<file path="config.mk">
export PLATFORM = sky130hd
export DESIGN_NAME = uart_dual_fifo_with_error_stats_flat
export DESIGN_NICKNAME = d
export VERILOG_FILES = /design/src/sv/udfes_pkg.sv /design/src/sv/udfes_if.sv /design/src/sv/udfes_ring.sv /design/src/sv/uart_dual_fifo_with_error_stats.sv /design/src/flat_wrapper.sv
export SDC_FILE = /design/constraint.sdc
export NUM_CORES = 2
export LEC_CHECK = 0
export BUFFER_PORTS_ARGS = -buffer_cell sky130_fd_sc_hd__buf_2
export CAP_MARGIN = 5
export CORE_UTILIZATION = 56
export DETAILED_ROUTE_END_ITERATION = 6
export GPL_TIMING_DRIVEN = 0
export PLACE_DENSITY = 0.76
export SETUP_SLACK_MARGIN = 0.3
export SLEW_MARGIN = 10
export SYNTH_ARGS = -nofsm -noshare
export SYNTH_HDL_FRONTEND = slang
export SYNTH_SLANG_ARGS = --single-unit
</file>
<file path="constraint.sdc">
create_clock -name clk_i -period 3.3 [get_ports clk_i]
set_input_delay 0.33 -clock clk_i [delete_from_list [all_inputs] [get_ports clk_i]]
set_output_delay 0.33 -clock clk_i [all_outputs]
set_load 0.1 [all_outputs]
</file>
<file path="src/sv/udfes_pkg.sv">
// Shared types and constants for the UART dual FIFO and error statistics block.
// Depends on nothing; every other file imports it.
package udfes_pkg;

  // Default ring depth in bytes.
  localparam int unsigned FifoDepthDefault = 64;

  // Width of each statistics counter.
  localparam int unsigned CntW = 16;

  // Counter slots.
  localparam int unsigned CntNum      = 6;
  localparam int unsigned CNT_HW       = 0;
  localparam int unsigned CNT_FRAMING  = 1;
  localparam int unsigned CNT_OVERFLOW = 2;
  localparam int unsigned CNT_PARITY   = 3;
  localparam int unsigned CNT_RX       = 4;
  localparam int unsigned CNT_TX       = 5;

  // Command codes carried on the input channel.
  typedef enum logic [2:0] {
    CMD_RX_BYTE = 3'd0,
    CMD_TX_PUSH = 3'd1,
    CMD_RX_POP  = 3'd2,
    CMD_TX_TICK = 3'd3,
    CMD_CLEAR   = 3'd4
  } cmd_e;

  // Sticky error codes.
  typedef enum logic [1:0] {
    ERR_NONE     = 2'd0,
    ERR_FRAMING  = 2'd1,
    ERR_OVERFLOW = 2'd2,
    ERR_PARITY   = 2'd3
  } err_e;

  // Which ring supplies the outgoing byte.
  typedef enum logic [1:0] {
    SEL_NONE = 2'd0,
    SEL_RX   = 2'd1,
    SEL_TX   = 2'd2
  } sel_e;

  // Control from the top level to a ring.
  typedef struct packed {
    logic push;
    logic pop;
    logic clear;
  } ring_ctrl_t;

  // Status from a ring to the top level.
  typedef struct packed {
    logic empty;
    logic full;
  } ring_stat_t;

  // One result word as held in the output register.
  typedef struct packed {
    logic            accepted;
    logic [7:0]      byte_out;
    err_e            last_error_code;
    logic            rx_ready;
    logic            tx_ready;
    logic            tx_irq_enable;
    logic [CntW-1:0] hw_error_total;
    logic [CntW-1:0] framing_total;
    logic [CntW-1:0] overflow_total;
    logic [CntW-1:0] parity_total;
    logic [CntW-1:0] rx_total;
    logic [CntW-1:0] tx_total;
  } res_t;

endpackage

</file>
<file path="src/sv/udfes_if.sv">
// Valid/ready channel interfaces for the command input and the result output.
// Depends on udfes_pkg.
interface udfes_in_if;
  import udfes_pkg::*;

  logic       valid;
  logic       ready;
  logic [2:0] cmd;
  logic [7:0] byte_in;
  logic       framing_flag;
  logic       overrun_flag;
  logic       parity_flag;

  modport source (
    output valid, cmd, byte_in, framing_flag, overrun_flag, parity_flag,
    input  ready
  );
  modport sink (
    input  valid, cmd, byte_in, framing_flag, overrun_flag, parity_flag,
    output ready
  );
endinterface

interface udfes_out_if;
  import udfes_pkg::*;

  logic            valid;
  logic            ready;
  logic            accepted;
  logic [7:0]      byte_out;
  logic [1:0]      last_error_code;
  logic            rx_ready;
  logic            tx_ready;
  logic            tx_irq_enable;
  logic [CntW-1:0] hw_error_total;
  logic [CntW-1:0] framing_total;
  logic [CntW-1:0] overflow_total;
  logic [CntW-1:0] parity_total;
  logic [CntW-1:0] rx_total;
  logic [CntW-1:0] tx_total;

  modport source (
    output valid, accepted, byte_out, last_error_code, rx_ready, tx_ready,
           tx_irq_enable, hw_error_total, framing_total, overflow_total,
           parity_total, rx_total, tx_total,
    input  ready
  );
  modport sink (
    input  valid, accepted, byte_out, last_error_code, rx_ready, tx_ready,
           tx_irq_enable, hw_error_total, framing_total, overflow_total,
           parity_total, rx_total, tx_total,
    output ready
  );
endinterface

</file>
<file path="src/sv/udfes_ring.sv">
// Byte ring FIFO: a synchronous memory with registered read, plus pointers and level.
// Depends on udfes_pkg.
module udfes_ring #(
  parameter int unsigned Depth = udfes_pkg::FifoDepthDefault
) (
  input  logic                   clk_i,
  input  logic                   rst_ni,
  input  udfes_pkg::ring_ctrl_t  ctrl_i,
  input  logic [7:0]             wdata_i,
  output logic [7:0]             rdata_o,
  output udfes_pkg::ring_stat_t  stat_o
);
  import udfes_pkg::*;

  localparam int unsigned PtrW = (Depth > 1) ? $clog2(Depth) : 1;
  localparam int unsigned LvlW = $clog2(Depth + 1);

  logic [7:0]      mem_q [Depth];
  logic [7:0]      rdata_q;
  logic [PtrW-1:0] wr_ptr_q, wr_ptr_d;
  logic [PtrW-1:0] rd_ptr_q, rd_ptr_d;
  logic [LvlW-1:0] level_q, level_d;

  // Pointer and level update; clear wins over everything else.
  always_comb begin
    wr_ptr_d = wr_ptr_q;
    rd_ptr_d = rd_ptr_q;
    level_d  = level_q;
    if (ctrl_i.clear) begin
      wr_ptr_d = '0;
      rd_ptr_d = '0;
      level_d  = '0;
    end else begin
      if (ctrl_i.push) begin
        wr_ptr_d = (wr_ptr_q == PtrW'(Depth - 1)) ? '0 : wr_ptr_q + 1'b1;
        level_d  = level_q + 1'b1;
      end
      if (ctrl_i.pop) begin
        rd_ptr_d = (rd_ptr_q == PtrW'(Depth - 1)) ? '0 : rd_ptr_q + 1'b1;
        level_d  = level_q - 1'b1;
      end
    end
  end

  always_ff @(posedge clk_i or negedge rst_ni) begin
    if (!rst_ni) begin
      wr_ptr_q <= '0;
      rd_ptr_q <= '0;
      level_q  <= '0;
    end else begin
      wr_ptr_q <= wr_ptr_d;
      rd_ptr_q <= rd_ptr_d;
      level_q  <= level_d;
    end
  end

  // Storage: write at the write pointer, registered read at the read pointer.
  // The read register holds its value until the next pop.
  always_ff @(posedge clk_i) begin
    if (ctrl_i.push && !ctrl_i.clear) begin
      mem_q[wr_ptr_q] <= wdata_i;
    end
    if (ctrl_i.pop && !ctrl_i.clear) begin
      rdata_q <= mem_q[rd_ptr_q];
    end
  end

  assign rdata_o      = rdata_q;
  assign stat_o.empty = (level_q == '0);
  assign stat_o.full  = (level_q == LvlW'(Depth));

endmodule

</file>
<file path="src/sv/uart_dual_fifo_with_error_stats.sv">
// Top level of the UART dual FIFO and error statistics block.
// Depends on udfes_pkg, udfes_in_if, udfes_out_if and udfes_ring.
//
//   Port    Dir  Moves                                  Handshake
//   in_i    in   command word: cmd, byte, line flags    valid/ready
//   out_o   out  result word: status, byte, counters    valid/ready
//
// A command word is taken into the pending register, in the same cycle as the
// ring memory read; its result then moves on into the output register once that is free. A new word
// can be taken every cycle as long as the output register drains, so the
// sustained rate is one word per cycle.
// Reset (or the clear command) empties both rings and zeroes all counters;
// the ring memories themselves are not cleared. A stalled output holds one
// result plus one pending word, then input ready drops.
module uart_dual_fifo_with_error_stats #(
  parameter int unsigned FifoDepth = udfes_pkg::FifoDepthDefault
) (
  input  logic               clk_i,
  input  logic               rst_ni,
  udfes_in_if.sink           in_i,
  udfes_out_if.source        out_o
);
  import udfes_pkg::*;

  ring_ctrl_t rx_ctrl, tx_ctrl;
  ring_stat_t rx_stat, tx_stat;
  logic [7:0] rx_rdata, tx_rdata;

  logic            in_fire;
  logic            pend_go;
  logic            pend_q;
  logic            pend_acc_q, pend_acc_d;
  sel_e            pend_sel_q, pend_sel_d;
  err_e            last_err_q, last_err_d;
  logic            irq_q, irq_d;
  logic [CntW-1:0] cnt_q [CntNum];
  logic [CntW-1:0] cnt_d [CntNum];
  logic            out_valid_q;
  res_t            res_q, res_d;

  // Receive and transmit rings.
  udfes_ring #(.Depth(FifoDepth)) u_rx_ring (
    .clk_i   (clk_i),
    .rst_ni  (rst_ni),
    .ctrl_i  (rx_ctrl),
    .wdata_i (in_i.byte_in),
    .rdata_o (rx_rdata),
    .stat_o  (rx_stat)
  );

  udfes_ring #(.Depth(FifoDepth)) u_tx_ring (
    .clk_i   (clk_i),
    .rst_ni  (rst_ni),
    .ctrl_i  (tx_ctrl),
    .wdata_i (in_i.byte_in),
    .rdata_o (tx_rdata),
    .stat_o  (tx_stat)
  );

  // The pending word moves to the output register when that register is free.
  assign pend_go    = !out_valid_q || out_o.ready;
  assign in_i.ready = !pend_q || pend_go;
  assign in_fire    = in_i.valid && in_i.ready;

  // Command decode: ring control, counters, sticky error and interrupt enable.
  always_comb begin
    rx_ctrl    = '0;
    tx_ctrl    = '0;
    pend_acc_d = 1'b0;
    pend_sel_d = SEL_NONE;
    last_err_d = last_err_q;
    irq_d      = irq_q;
    cnt_d      = cnt_q;
    if (in_fire) begin
      unique case (in_i.cmd)
        CMD_RX_BYTE: begin
          if (in_i.framing_flag || in_i.overrun_flag || in_i.parity_flag) begin
            cnt_d[CNT_HW] = cnt_q[CNT_HW] + 1'b1;
            if (in_i.framing_flag) begin
              cnt_d[CNT_FRAMING] = cnt_q[CNT_FRAMING] + 1'b1;
            end
            if (in_i.overrun_flag) begin
              cnt_d[CNT_OVERFLOW] = cnt_q[CNT_OVERFLOW] + 1'b1;
            end
            if (in_i.parity_flag) begin
              cnt_d[CNT_PARITY] = cnt_q[CNT_PARITY] + 1'b1;
            end
            // Parity outranks overrun, which outranks framing.
            priority if (in_i.parity_flag) begin
              last_err_d = ERR_PARITY;
            end else if (in_i.overrun_flag) begin
              last_err_d = ERR_OVERFLOW;
            end else begin
              last_err_d = ERR_FRAMING;
            end
          end else if (rx_stat.full) begin
            cnt_d[CNT_OVERFLOW] = cnt_q[CNT_OVERFLOW] + 1'b1;
            last_err_d          = ERR_OVERFLOW;
          end else begin
            rx_ctrl.push   = 1'b1;
            cnt_d[CNT_RX]  = cnt_q[CNT_RX] + 1'b1;
            pend_acc_d     = 1'b1;
          end
        end
        CMD_TX_PUSH: begin
          if (!tx_stat.full) begin
            tx_ctrl.push = 1'b1;
            irq_d        = 1'b1;
            pend_acc_d   = 1'b1;
          end
        end
        CMD_RX_POP: begin
          if (!rx_stat.empty) begin
            rx_ctrl.pop = 1'b1;
            pend_sel_d  = SEL_RX;
            pend_acc_d  = 1'b1;
          end
        end
        CMD_TX_TICK: begin
          if (!tx_stat.empty) begin
            tx_ctrl.pop   = 1'b1;
            cnt_d[CNT_TX] = cnt_q[CNT_TX] + 1'b1;
            pend_sel_d    = SEL_TX;
            pend_acc_d    = 1'b1;
          end else begin
            irq_d = 1'b0;
          end
        end
        CMD_CLEAR: begin
          rx_ctrl.clear = 1'b1;
          tx_ctrl.clear = 1'b1;
          last_err_d    = ERR_NONE;
          irq_d         = 1'b0;
          for (int i = 0; i < CntNum; i++) begin
            cnt_d[i] = '0;
          end
        end
        default: begin
          // Unused command codes change nothing.
        end
      endcase
    end
  end

  // Block state and the pending word.
  always_ff @(posedge clk_i or negedge rst_ni) begin
    if (!rst_ni) begin
      last_err_q <= ERR_NONE;
      irq_q      <= 1'b0;
      pend_q     <= 1'b0;
      pend_acc_q <= 1'b0;
      pend_sel_q <= SEL_NONE;
      for (int i = 0; i < CntNum; i++) begin
        cnt_q[i] <= '0;
      end
    end else begin
      last_err_q <= last_err_d;
      irq_q      <= irq_d;
      cnt_q      <= cnt_d;
      if (in_fire) begin
        pend_q     <= 1'b1;
        pend_acc_q <= pend_acc_d;
        pend_sel_q <= pend_sel_d;
      end else if (pend_go) begin
        pend_q <= 1'b0;
      end
    end
  end

  // Result word assembled from the state left by the pending command.
  always_comb begin
    res_d.accepted = pend_acc_q;
    unique case (pend_sel_q)
      SEL_RX:  res_d.byte_out = rx_rdata;
      SEL_TX:  res_d.byte_out = tx_rdata;
      default: res_d.byte_out = '0;
    endcase
    res_d.last_error_code = last_err_q;
    res_d.rx_ready        = !rx_stat.empty;
    res_d.tx_ready        = !tx_stat.full;
    res_d.tx_irq_enable   = irq_q;
    res_d.hw_error_total  = cnt_q[CNT_HW];
    res_d.framing_total   = cnt_q[CNT_FRAMING];
    res_d.overflow_total  = cnt_q[CNT_OVERFLOW];
    res_d.parity_total    = cnt_q[CNT_PARITY];
    res_d.rx_total        = cnt_q[CNT_RX];
    res_d.tx_total        = cnt_q[CNT_TX];
  end

  // Output register.
  always_ff @(posedge clk_i or negedge rst_ni) begin
    if (!rst_ni) begin
      out_valid_q <= 1'b0;
    end else if (pend_q && pend_go) begin
      out_valid_q <= 1'b1;
    end else if (out_o.ready) begin
      out_valid_q <= 1'b0;
    end
  end

  always_ff @(posedge clk_i) begin
    if (pend_q && pend_go) begin
      res_q <= res_d;
    end
  end

  assign out_o.valid           = out_valid_q;
  assign out_o.accepted        = res_q.accepted;
  assign out_o.byte_out        = res_q.byte_out;
  assign out_o.last_error_code = res_q.last_error_code;
  assign out_o.rx_ready        = res_q.rx_ready;
  assign out_o.tx_ready        = res_q.tx_ready;
  assign out_o.tx_irq_enable   = res_q.tx_irq_enable;
  assign out_o.hw_error_total  = res_q.hw_error_total;
  assign out_o.framing_total   = res_q.framing_total;
  assign out_o.overflow_total  = res_q.overflow_total;
  assign out_o.parity_total    = res_q.parity_total;
  assign out_o.rx_total        = res_q.rx_total;
  assign out_o.tx_total        = res_q.tx_total;

endmodule

</file>
<file path="src/flat_wrapper.sv">
// flat-port wrapper written by rule: the top's interface ports become plain ports
module uart_dual_fifo_with_error_stats_flat import udfes_pkg::*;
#(
  parameter int unsigned FifoDepth = udfes_pkg::FifoDepthDefault
)
  (clk_i, rst_ni, in_i_valid, in_i_cmd, in_i_byte_in, in_i_framing_flag, in_i_overrun_flag, in_i_parity_flag, in_i_ready, out_o_valid, out_o_accepted, out_o_byte_out, out_o_last_error_code, out_o_rx_ready, out_o_tx_ready, out_o_tx_irq_enable, out_o_hw_error_total, out_o_framing_total, out_o_overflow_total, out_o_parity_total, out_o_rx_total, out_o_tx_total, out_o_ready);
  udfes_in_if in_i_i ();
  udfes_out_if out_o_i ();
  input  logic clk_i;
  input  logic rst_ni;
  input wire logic [$bits(in_i_i.valid)-1:0] in_i_valid;
  input wire logic [$bits(in_i_i.cmd)-1:0] in_i_cmd;
  input wire logic [$bits(in_i_i.byte_in)-1:0] in_i_byte_in;
  input wire logic [$bits(in_i_i.framing_flag)-1:0] in_i_framing_flag;
  input wire logic [$bits(in_i_i.overrun_flag)-1:0] in_i_overrun_flag;
  input wire logic [$bits(in_i_i.parity_flag)-1:0] in_i_parity_flag;
  output wire logic [$bits(in_i_i.ready)-1:0] in_i_ready;
  output wire logic [$bits(out_o_i.valid)-1:0] out_o_valid;
  output wire logic [$bits(out_o_i.accepted)-1:0] out_o_accepted;
  output wire logic [$bits(out_o_i.byte_out)-1:0] out_o_byte_out;
  output wire logic [$bits(out_o_i.last_error_code)-1:0] out_o_last_error_code;
  output wire logic [$bits(out_o_i.rx_ready)-1:0] out_o_rx_ready;
  output wire logic [$bits(out_o_i.tx_ready)-1:0] out_o_tx_ready;
  output wire logic [$bits(out_o_i.tx_irq_enable)-1:0] out_o_tx_irq_enable;
  output wire logic [$bits(out_o_i.hw_error_total)-1:0] out_o_hw_error_total;
  output wire logic [$bits(out_o_i.framing_total)-1:0] out_o_framing_total;
  output wire logic [$bits(out_o_i.overflow_total)-1:0] out_o_overflow_total;
  output wire logic [$bits(out_o_i.parity_total)-1:0] out_o_parity_total;
  output wire logic [$bits(out_o_i.rx_total)-1:0] out_o_rx_total;
  output wire logic [$bits(out_o_i.tx_total)-1:0] out_o_tx_total;
  input wire logic [$bits(out_o_i.ready)-1:0] out_o_ready;
  assign in_i_i.valid = in_i_valid;
  assign in_i_i.cmd = in_i_cmd;
  assign in_i_i.byte_in = in_i_byte_in;
  assign in_i_i.framing_flag = in_i_framing_flag;
  assign in_i_i.overrun_flag = in_i_overrun_flag;
  assign in_i_i.parity_flag = in_i_parity_flag;
  assign in_i_ready = in_i_i.ready;
  assign out_o_valid = out_o_i.valid;
  assign out_o_accepted = out_o_i.accepted;
  assign out_o_byte_out = out_o_i.byte_out;
  assign out_o_last_error_code = out_o_i.last_error_code;
  assign out_o_rx_ready = out_o_i.rx_ready;
  assign out_o_tx_ready = out_o_i.tx_ready;
  assign out_o_tx_irq_enable = out_o_i.tx_irq_enable;
  assign out_o_hw_error_total = out_o_i.hw_error_total;
  assign out_o_framing_total = out_o_i.framing_total;
  assign out_o_overflow_total = out_o_i.overflow_total;
  assign out_o_parity_total = out_o_i.parity_total;
  assign out_o_rx_total = out_o_i.rx_total;
  assign out_o_tx_total = out_o_i.tx_total;
  assign out_o_i.ready = out_o_ready;
  uart_dual_fifo_with_error_stats #(.FifoDepth(FifoDepth)) u_core (.clk_i(clk_i), .rst_ni(rst_ni), .in_i(in_i_i), .out_o(out_o_i));
endmodule
</file>
# [Word-level counts from Yosys, hierarchy flattened]
# Memory sizes are Yosys's and may differ from the RTL's. A register that Yosys moved wholly into a read port is not among the register bits.
# Cells that the tools add are included.
[totals] regBits=252 ramBits=1024 inputBits=18 out_inout_bits=112 wordCells=169 n_memories=2
[op_classes] addsub=14 n_eq_ne=22 mux=63 n_reduce_logical=38
[mem_list] memory="u_core.u_rx_ring.mem_q" depth=64 width=8 read_ports=1 rd_clocked_by_memory_dff=1 wr=1 line="udfes_ring.sv:18" text="logic [7:0] mem_q [Depth];"
[mem_list] memory="u_core.u_tx_ring.mem_q" depth=64 width=8 read_ports=1 rd_clocked_by_memory_dff=1 wr=1 line="udfes_ring.sv:18"
[op_table] cell="$pmux 80 s2" count=1
[op_table] cell="$mux 16" count=9
[op_table] cell="$add 16x1->16 const B" count=6
[op_table] cell="$mux 6" count=12
[op_table] cell="$mux 7" count=6
[op_table] cell="$mux 32" count=1
[op_table] cell="$pmux 16 s2" count=1
[op_table] cell="$add 6x1->6 const B" count=4
[op_table] cell="$eq 6x6->1 const B" count=4
[op_table] cell="$mux 1" count=21
[op_table] cell="$reduce_and 4->1" count=5
[op_table] cell="$pmux 8 s2" count=1
[op_table] cell="$reduce_bool 2->1" count=8
[op_table] cell="$add 7x1->7 const B" count=2
[op_table] cell="$eq 7x7->1 const B" count=2
[op_table] cell="$logic_not 7->1" count=2
[op_table] cell="$sub 7x1->7 const B" count=2
[op_table] cell="$ne 2x2->1 const B" count=6
[op_table] cell="$mux 2" count=5
[op_table] cell="$reduce_and 3->1" count=3
[op_table] cell="$reduce_bool 3->1" count=3
[op_table] cell="$pmux 2 s2" count=2
[op_table] cell="$eq 3x2->1 const B" count=2
[op_table] cell="$logic_and 1x1->1" count=6
[op_table] cell="13 further kinds" count=23

# [Longest topological paths before layout]
[depth] ltp_word=9 mapped_depth=14 mapped_depth_nobuf=12

# [Hierarchy]
# A second synthesis with hierarchy kept.
[unflattened] cells_unflattened=2923 hier_area_um2=51805.9
[modules_own_cells] mod="udfes_ring (u_core.u_tx_ring)" n_inst=1 cells_per_inst=1135 area_per_inst_um2=21524.4 seq_area_each_um2=16090.4
[modules_own_cells] mod="udfes_ring (u_core.u_rx_ring)" n_inst=1 cells_per_inst=1030 area_per_inst_um2=21065.2 seq_area_each_um2=16090.4
[modules_own_cells] mod="uart_dual_fifo_with_error_stats" n_inst=1 cells_per_inst=758 area_per_inst_um2=9216.3 seq_area_each_um2=5905.7

# [Worst setup path after synthesis]
# OpenSTA, ideal clock, no wires.
[synth_timing] path_kind="register to register" start="register u_core.out_valid_q, in the netlist u_core.out_o.valid" end="register u_core.res_q, in the netlist u_core.out_o.accepted, enable pin" setup_time_ns=0.482 arrival_time_ns=3.531 required_time_ns=2.818 path_slack_ns=-0.713 stages_incl_launch_ff=3 n_path_buf=0 synth_period_minus_slack_ns=4.013 cell_sequence="dfrtp_1 > nand2b_1 > and2_1"
[synth_between] elab_chain_len=3
[synth_lines] element="from (decl)" line="uart_dual_fifo_with_error_stats.sv:38" text="logic out_valid_q;"
[synth_lines] element="from (signal assigned)" line="uart_dual_fifo_with_error_stats.sv:193" text="out_valid_q <= 1'b0;"
[synth_lines] element="from (signal assigned)" line="uart_dual_fifo_with_error_stats.sv:195" text="out_valid_q <= 1'b1;"
[synth_lines] element="from (signal assigned)" line="uart_dual_fifo_with_error_stats.sv:197" text="out_valid_q <= 1'b0;"
[synth_lines] element="$logic_not 1->1" line="uart_dual_fifo_with_error_stats.sv:61" text="assign pend_go = !out_valid_q || out_o.ready;"
[synth_lines] element="$logic_or 1x1->1" line="uart_dual_fifo_with_error_stats.sv:61"
[synth_lines] element="$logic_and 1x1->1" line="uart_dual_fifo_with_error_stats.sv:202" text="if (pend_q && pend_go) begin"
[synth_lines] element="to (signal assigned)" line="uart_dual_fifo_with_error_stats.sv:203" text="res_q <= res_d;"
[synth_lines] element="to (decl)" line="uart_dual_fifo_with_error_stats.sv:39" text="res_t res_q, res_d;"
# Every way passes these cells.
# A chain may end at the register's enable or synchronous reset.

# [Final worst setup path]
[layout_timing] start="register u_core.out_valid_q, in the netlist u_core.out_o.valid" end="memory u_core.u_rx_ring.mem_q[26][4], enable pin"
[layout_between] elab_chain_len=9
[layout_lines] element="$logic_not 1->1 (*)" line="uart_dual_fifo_with_error_stats.sv:61"
[layout_lines] element="$logic_or 1x1->1 (*)" line="uart_dual_fifo_with_error_stats.sv:61"
[layout_lines] element="$logic_or 1x1->1 (*)" line="uart_dual_fifo_with_error_stats.sv:62" text="assign in_i.ready = !pend_q || pend_go;"
[layout_lines] element="$logic_and 1x1->1 (*)" line="uart_dual_fifo_with_error_stats.sv:63" text="assign in_fire = in_i.valid && in_i.ready;"
[layout_lines] element="$mux 3 (*)" line="uart_dual_fifo_with_error_stats.sv:74" text="if (in_fire) begin"
[layout_lines] element="$logic_not 1->1" line="udfes_ring.sv:60" text="if (ctrl_i.push && !ctrl_i.clear) begin"
[layout_lines] element="$logic_and 1x1->1 (*)" line="udfes_ring.sv:60"
[layout_lines] element="$mux 1 (*)" line="udfes_ring.sv:60"
[layout_lines] element="$mux 1 (implied by the code) (*)" line="udfes_ring.sv:61" text="mem_q[wr_ptr_q] <= wdata_i;"
[layout_lines] element="to (decl)" line="udfes_ring.sv:18"
# Every way passes the cells marked *; elsewhere a longest branch is shown, timed or not.

==> summary by stage <==
Placement
The congestion estimate from routability-driven global placement came to 0.924. After legalization and detailed placement, the total HPWL measured 75000 um. The count of buffers added on input and output ports is 128. The post-placement cell count is 3942. Summing all placed instances gives a cell area of 53200 um^2.

Worst setup path
The worst setup path is captured at a register. The critical path in this run is classified as register to register. On the critical path, the stage with the largest delay is an instance of nor2_1. The kind of start point of the critical path is a register.

Data on the critical path is required at its endpoint by 3620 ps. The worst reg-to-reg setup slack is 180 ps. On the worst path, the slowest cell contributes a delay of 840 ps. Of all nets on the critical path, the largest fanout is 10. Grouping stages by cell kind, the critical path spends the most delay in simple AND/OR/NAND/NOR gates. Counting both buffers and inverters, the worst setup path holds a total of 2. At the worst endpoint, the arrival time is 3440 ps.

Traced cell by cell, the critical path runs through and3b_2 -> clkbuf_16 -> inv_16 -> nand2_4 -> nor2_2 -> nand4b_1 -> nor2_1.

Logic synthesis
After synthesis, the cell types taking the most area are edfxtp_1 (68%), mux4_2 (14%), dfrtp_1 (7.0%), nor2_1 (1.8%), nand2_1 (0.85%). In this run, distinct cell masters in the synthesized netlist total 60. The gate count of the mapped netlist is 2628. The net count after synthesis is 2666.

The synthesis-stage register bit count is 1292. The Yosys warning count is 0. The average instance in the mapped netlist occupies 19.3 um^2. The primary flip-flop cell chosen by synthesis mapping is edfxtp_1. Counting flops with an async set or reset pin after synthesis yields a share of 11.0%. Yosys mapped a number of flops with a built-in enable equal to 1150. The cell taking the most area after synthesis is edfxtp_1. The proportion of netlist area held by the largest area contributor is 68.1%. The share of the Yosys chip area taken by registers is 75.1%. Summing every instance area after synthesis gives 50700 um^2.

Status
The run finished with clean final reports.

Layout
For this run, the number of standard cells in the final layout without fillers is 4187. For this run, the post-layout net count is 2946. The library cell used most frequently in the layout, excluding fill and tap cells, is edfxtp_1. Relative to the synthesized area, the layout overhead comes to 15.3%.

Leaving out fill and tap cells, the most frequent cells in the layout are edfxtp_1 (1150), mux4_2 (321), dfrtp_1 (141), buf_2 (130), nor2_1 (124). The fraction of layout cells with a size suffix above 1 is 29.5%. The finished layout cell area is 58500 um^2.

Timing
The share of the clock period used by the worst path is 94.5%. The worst path needs 3120 ps of the cycle, external delays included. The hold slack is 83.8 ps.

The highest clock frequency the design can meet is 321 MHz. Setup repair after global routing could not meet its margin everywhere. The clock skew after layout is 29.1 ps. The number of hold violations in the final report is 0. Headroom to the max-slew limit came out at 14.2%. The pin slew with the least headroom to its limit is 1290 ps. The final-report max-slew violation count was 0. Setup violations remaining at the end of the flow were counted as 0.

Power
In this run the static leakage power is 19.0 nW. In this run the power density over the cells is 718 nW/um^2. The maximum vdd ir drop is 0.478 mV.

Global route
Global routing consumed, on the met2 layer, 42.2% of the routing resources. The first-pass GRT wire length is 176000 um. The met1 layer usage reported by global route is 36.8%. The largest net degree at the start of global routing is 93. The busiest metal layer after global routing is met2.

The number of antenna violations at the first check in global routing is 2. Global routing used 5.31% of the available met3 tracks. The global-route usage over all layers is 26.4%. After global routing the overflow that remains totals 0. The via count of the first global-routing pass was 27.1k.

Detailed routing
The first detailed-routing pass ran for 6 iterations. In the final routed layout, each cell accounts on average for 28.4 um. For this block, the initial DRC count from the detailed router was 3320. The detail-routed via count per cell is 6.49. The total via count in the routed design is 27.2k. After detailed routing, the number of remaining DRC violations is 0. The remaining antenna violation count is 0.

The total wirelength of the detailed-routed design is 119000 um.

Clock network
The count of clock tree sinks is 1292. TritonCTS built the clock tree. After clock tree synthesis, the clock-pin slew on the worst setup and hold paths is 70 ps. The H-tree generated during clock tree synthesis spans 3 levels.

The root buffer cell chosen for the clock tree is clkbuf_16. The clock reaches the later pin of the worst-skew pair after 700 ps. The TritonCTS buffer count is 118. The clock passes through at most 3 buffers.

Floorplan
Once the floorplan was initialized, standard cells occupied 56.4% of the core. The die covers 91800 um^2. The height of the die is 303 um. The core region area is 89900 um^2. The floorplan die width is 303 um. The number of top-level design ports is 130. The row count is 110.

Hold path
The worst hold-check path type is input port to register.

Flow run
The max-capacitance violation count is 0.
## cell families after synthesis
family / Yosys count / share of synthesized area [%]
AOI/OAI and AO/OA: 176 / 2.15
xor gates and xnor gates: 76 / 1.31
adders and majority gates: 20 / 0.508
buffers and inverters: 161 / 1.25
DFF: 1292 / 75.1
muxes: 327 / 14.4
and+or+nand+nor: 576 / 5.32
## synth_stat cells (7+ instances only)
library cell,number
edfxtp_1,1150
mux4_2,321
nor2_1,243
dfrtp_1,142
nand2_1,115
clkbuf_1,87
o21ai_0,66
nand3_1,53
a21oi_1,41
xnor2_1,39
xor2_1,37
buf_1,26
nand4_1,26
or3_1,26
a22oi_1,24
inv_1,24
buf_2,22
nor3_1,21
ha_1,19
and3_1,16
nor4_1,12
nand3b_1,11
nor2b_1,9
a21o_1,7
nand2b_1,7
## final timing paths
path | from | endpoint | cells after the start
max | u_core.out_o.valid$_DFFE_PN0P_ | u_core.u_rx_ring.mem_q[26][4]$_DFFE_PP_ | 7
min | in_i_parity_flag | u_core.last_err_q[0]$_DFFE_PN0P_ | 3
max reg2reg | u_core.out_o.valid$_DFFE_PN0P_ | u_core.u_rx_ring.mem_q[26][4]$_DFFE_PP_ | 7
min reg2reg | u_core.cnt_q[21]$_DFFE_PN0P_ | u_core.out_o.rx_total[5]$_DFFE_PP_ | 0
max in group asynchronous | rst_ni | u_core.u_rx_ring.rd_ptr_q[2]$_DFFE_PN0P_ | 3
min in group asynchronous | rst_ni | u_core.cnt_q[79]$_DFFE_PN0P_ | 2
## worst reg2reg max path, cell delays in order (launching register included)
cell	delay, ps
dfrtp_4	480
and3b_2	250
clkbuf_16	180
inv_16	70
nand2_4	60
nor2_2	420
nand4b_1	450
nor2_1	840
## per-stage QoR
step	utilization, %	worst slack [ps]	setup TNS [ps]	total power [mW]
5_1_grt	65.1	57.7	0	43.1
6_report	65.1	183	0	42.0
4_1_cts	64.6	77.0	0	41.9
2_1_floorplan	-	151	0	25.2
3_3_place_gp	58.9	-948	-446360	27.8
3_5_place_dp	59.2	-1060	-544840	28.0
## sequential cells by signal, summed over array words and instances, names as in the netlist, 6 cells and up
| name | flops |
|---|---|
| u_core.u_tx_ring.wr_ptr_q | 6 |
| u_core.u_rx_ring.mem_q | 512 |
| u_core.out_o.byte_out | 8 |
| u_core.u_tx_ring.mem_q | 512 |
| u_core.out_o.overflow_total | 16 |
| u_core.u_rx_ring.level_q | 7 |
| u_core.u_rx_ring.rd_ptr_q | 6 |
| u_core.u_rx_ring.rdata_o | 8 |
| u_core.u_tx_ring.rd_ptr_q | 6 |
| u_core.cnt_q | 96 |
| u_core.out_o.hw_error_total | 16 |
| u_core.out_o.framing_total | 16 |
| u_core.u_tx_ring.level_q | 7 |
| u_core.out_o.tx_total | 16 |
| u_core.out_o.rx_total | 16 |
| u_core.out_o.parity_total | 16 |
| u_core.u_tx_ring.rdata_o | 8 |
| u_core.u_rx_ring.wr_ptr_q | 6 |
## routing by layer
metal  wire length (um)  vias to the layer above
li1                   -                    11200
met1              45000                    14100
met2              58100                     1618
met3              12000                      273
met4               3760                        2
met5                  8                        -
## area by class of cell
| cell class | count | area (um^2) |
|---|---|---|
| fillers | 5671 | 31400 |
| multi-input cells | 1175 | 12900 |
| clock inverters | 76 | 838 |
| flip-flops and latches | 1292 | 38100 |
| repair buffers | 161 | 1180 |
| well taps | 1176 | 1470 |
| diodes | 2 | 5.00 |
| clock buffers | 145 | 3080 |
| inverters | 26 | 126 |
| plain buffers | 134 | 761 |
## power breakdown
part           leakage [nW]  internal [mW]  total, mW  switching (mW)
Sequential             12.4           18.2       18.6           0.347
Combinational          4.69           4.08       9.58            5.50
Clock                  1.91           7.90       13.8            5.93
## what timing repair did
action / CTS / global route
endpoints found under the hold margin: 87 / 0
pin swaps: 7 / 6
buffers inserted: 15 / 5
endpoints found under the setup margin: 959 / 750
resized for setup: 257 / 109
cloned: 0 / 0
hold buffers: 3 / 0
(Power assumes the default switching activity.)
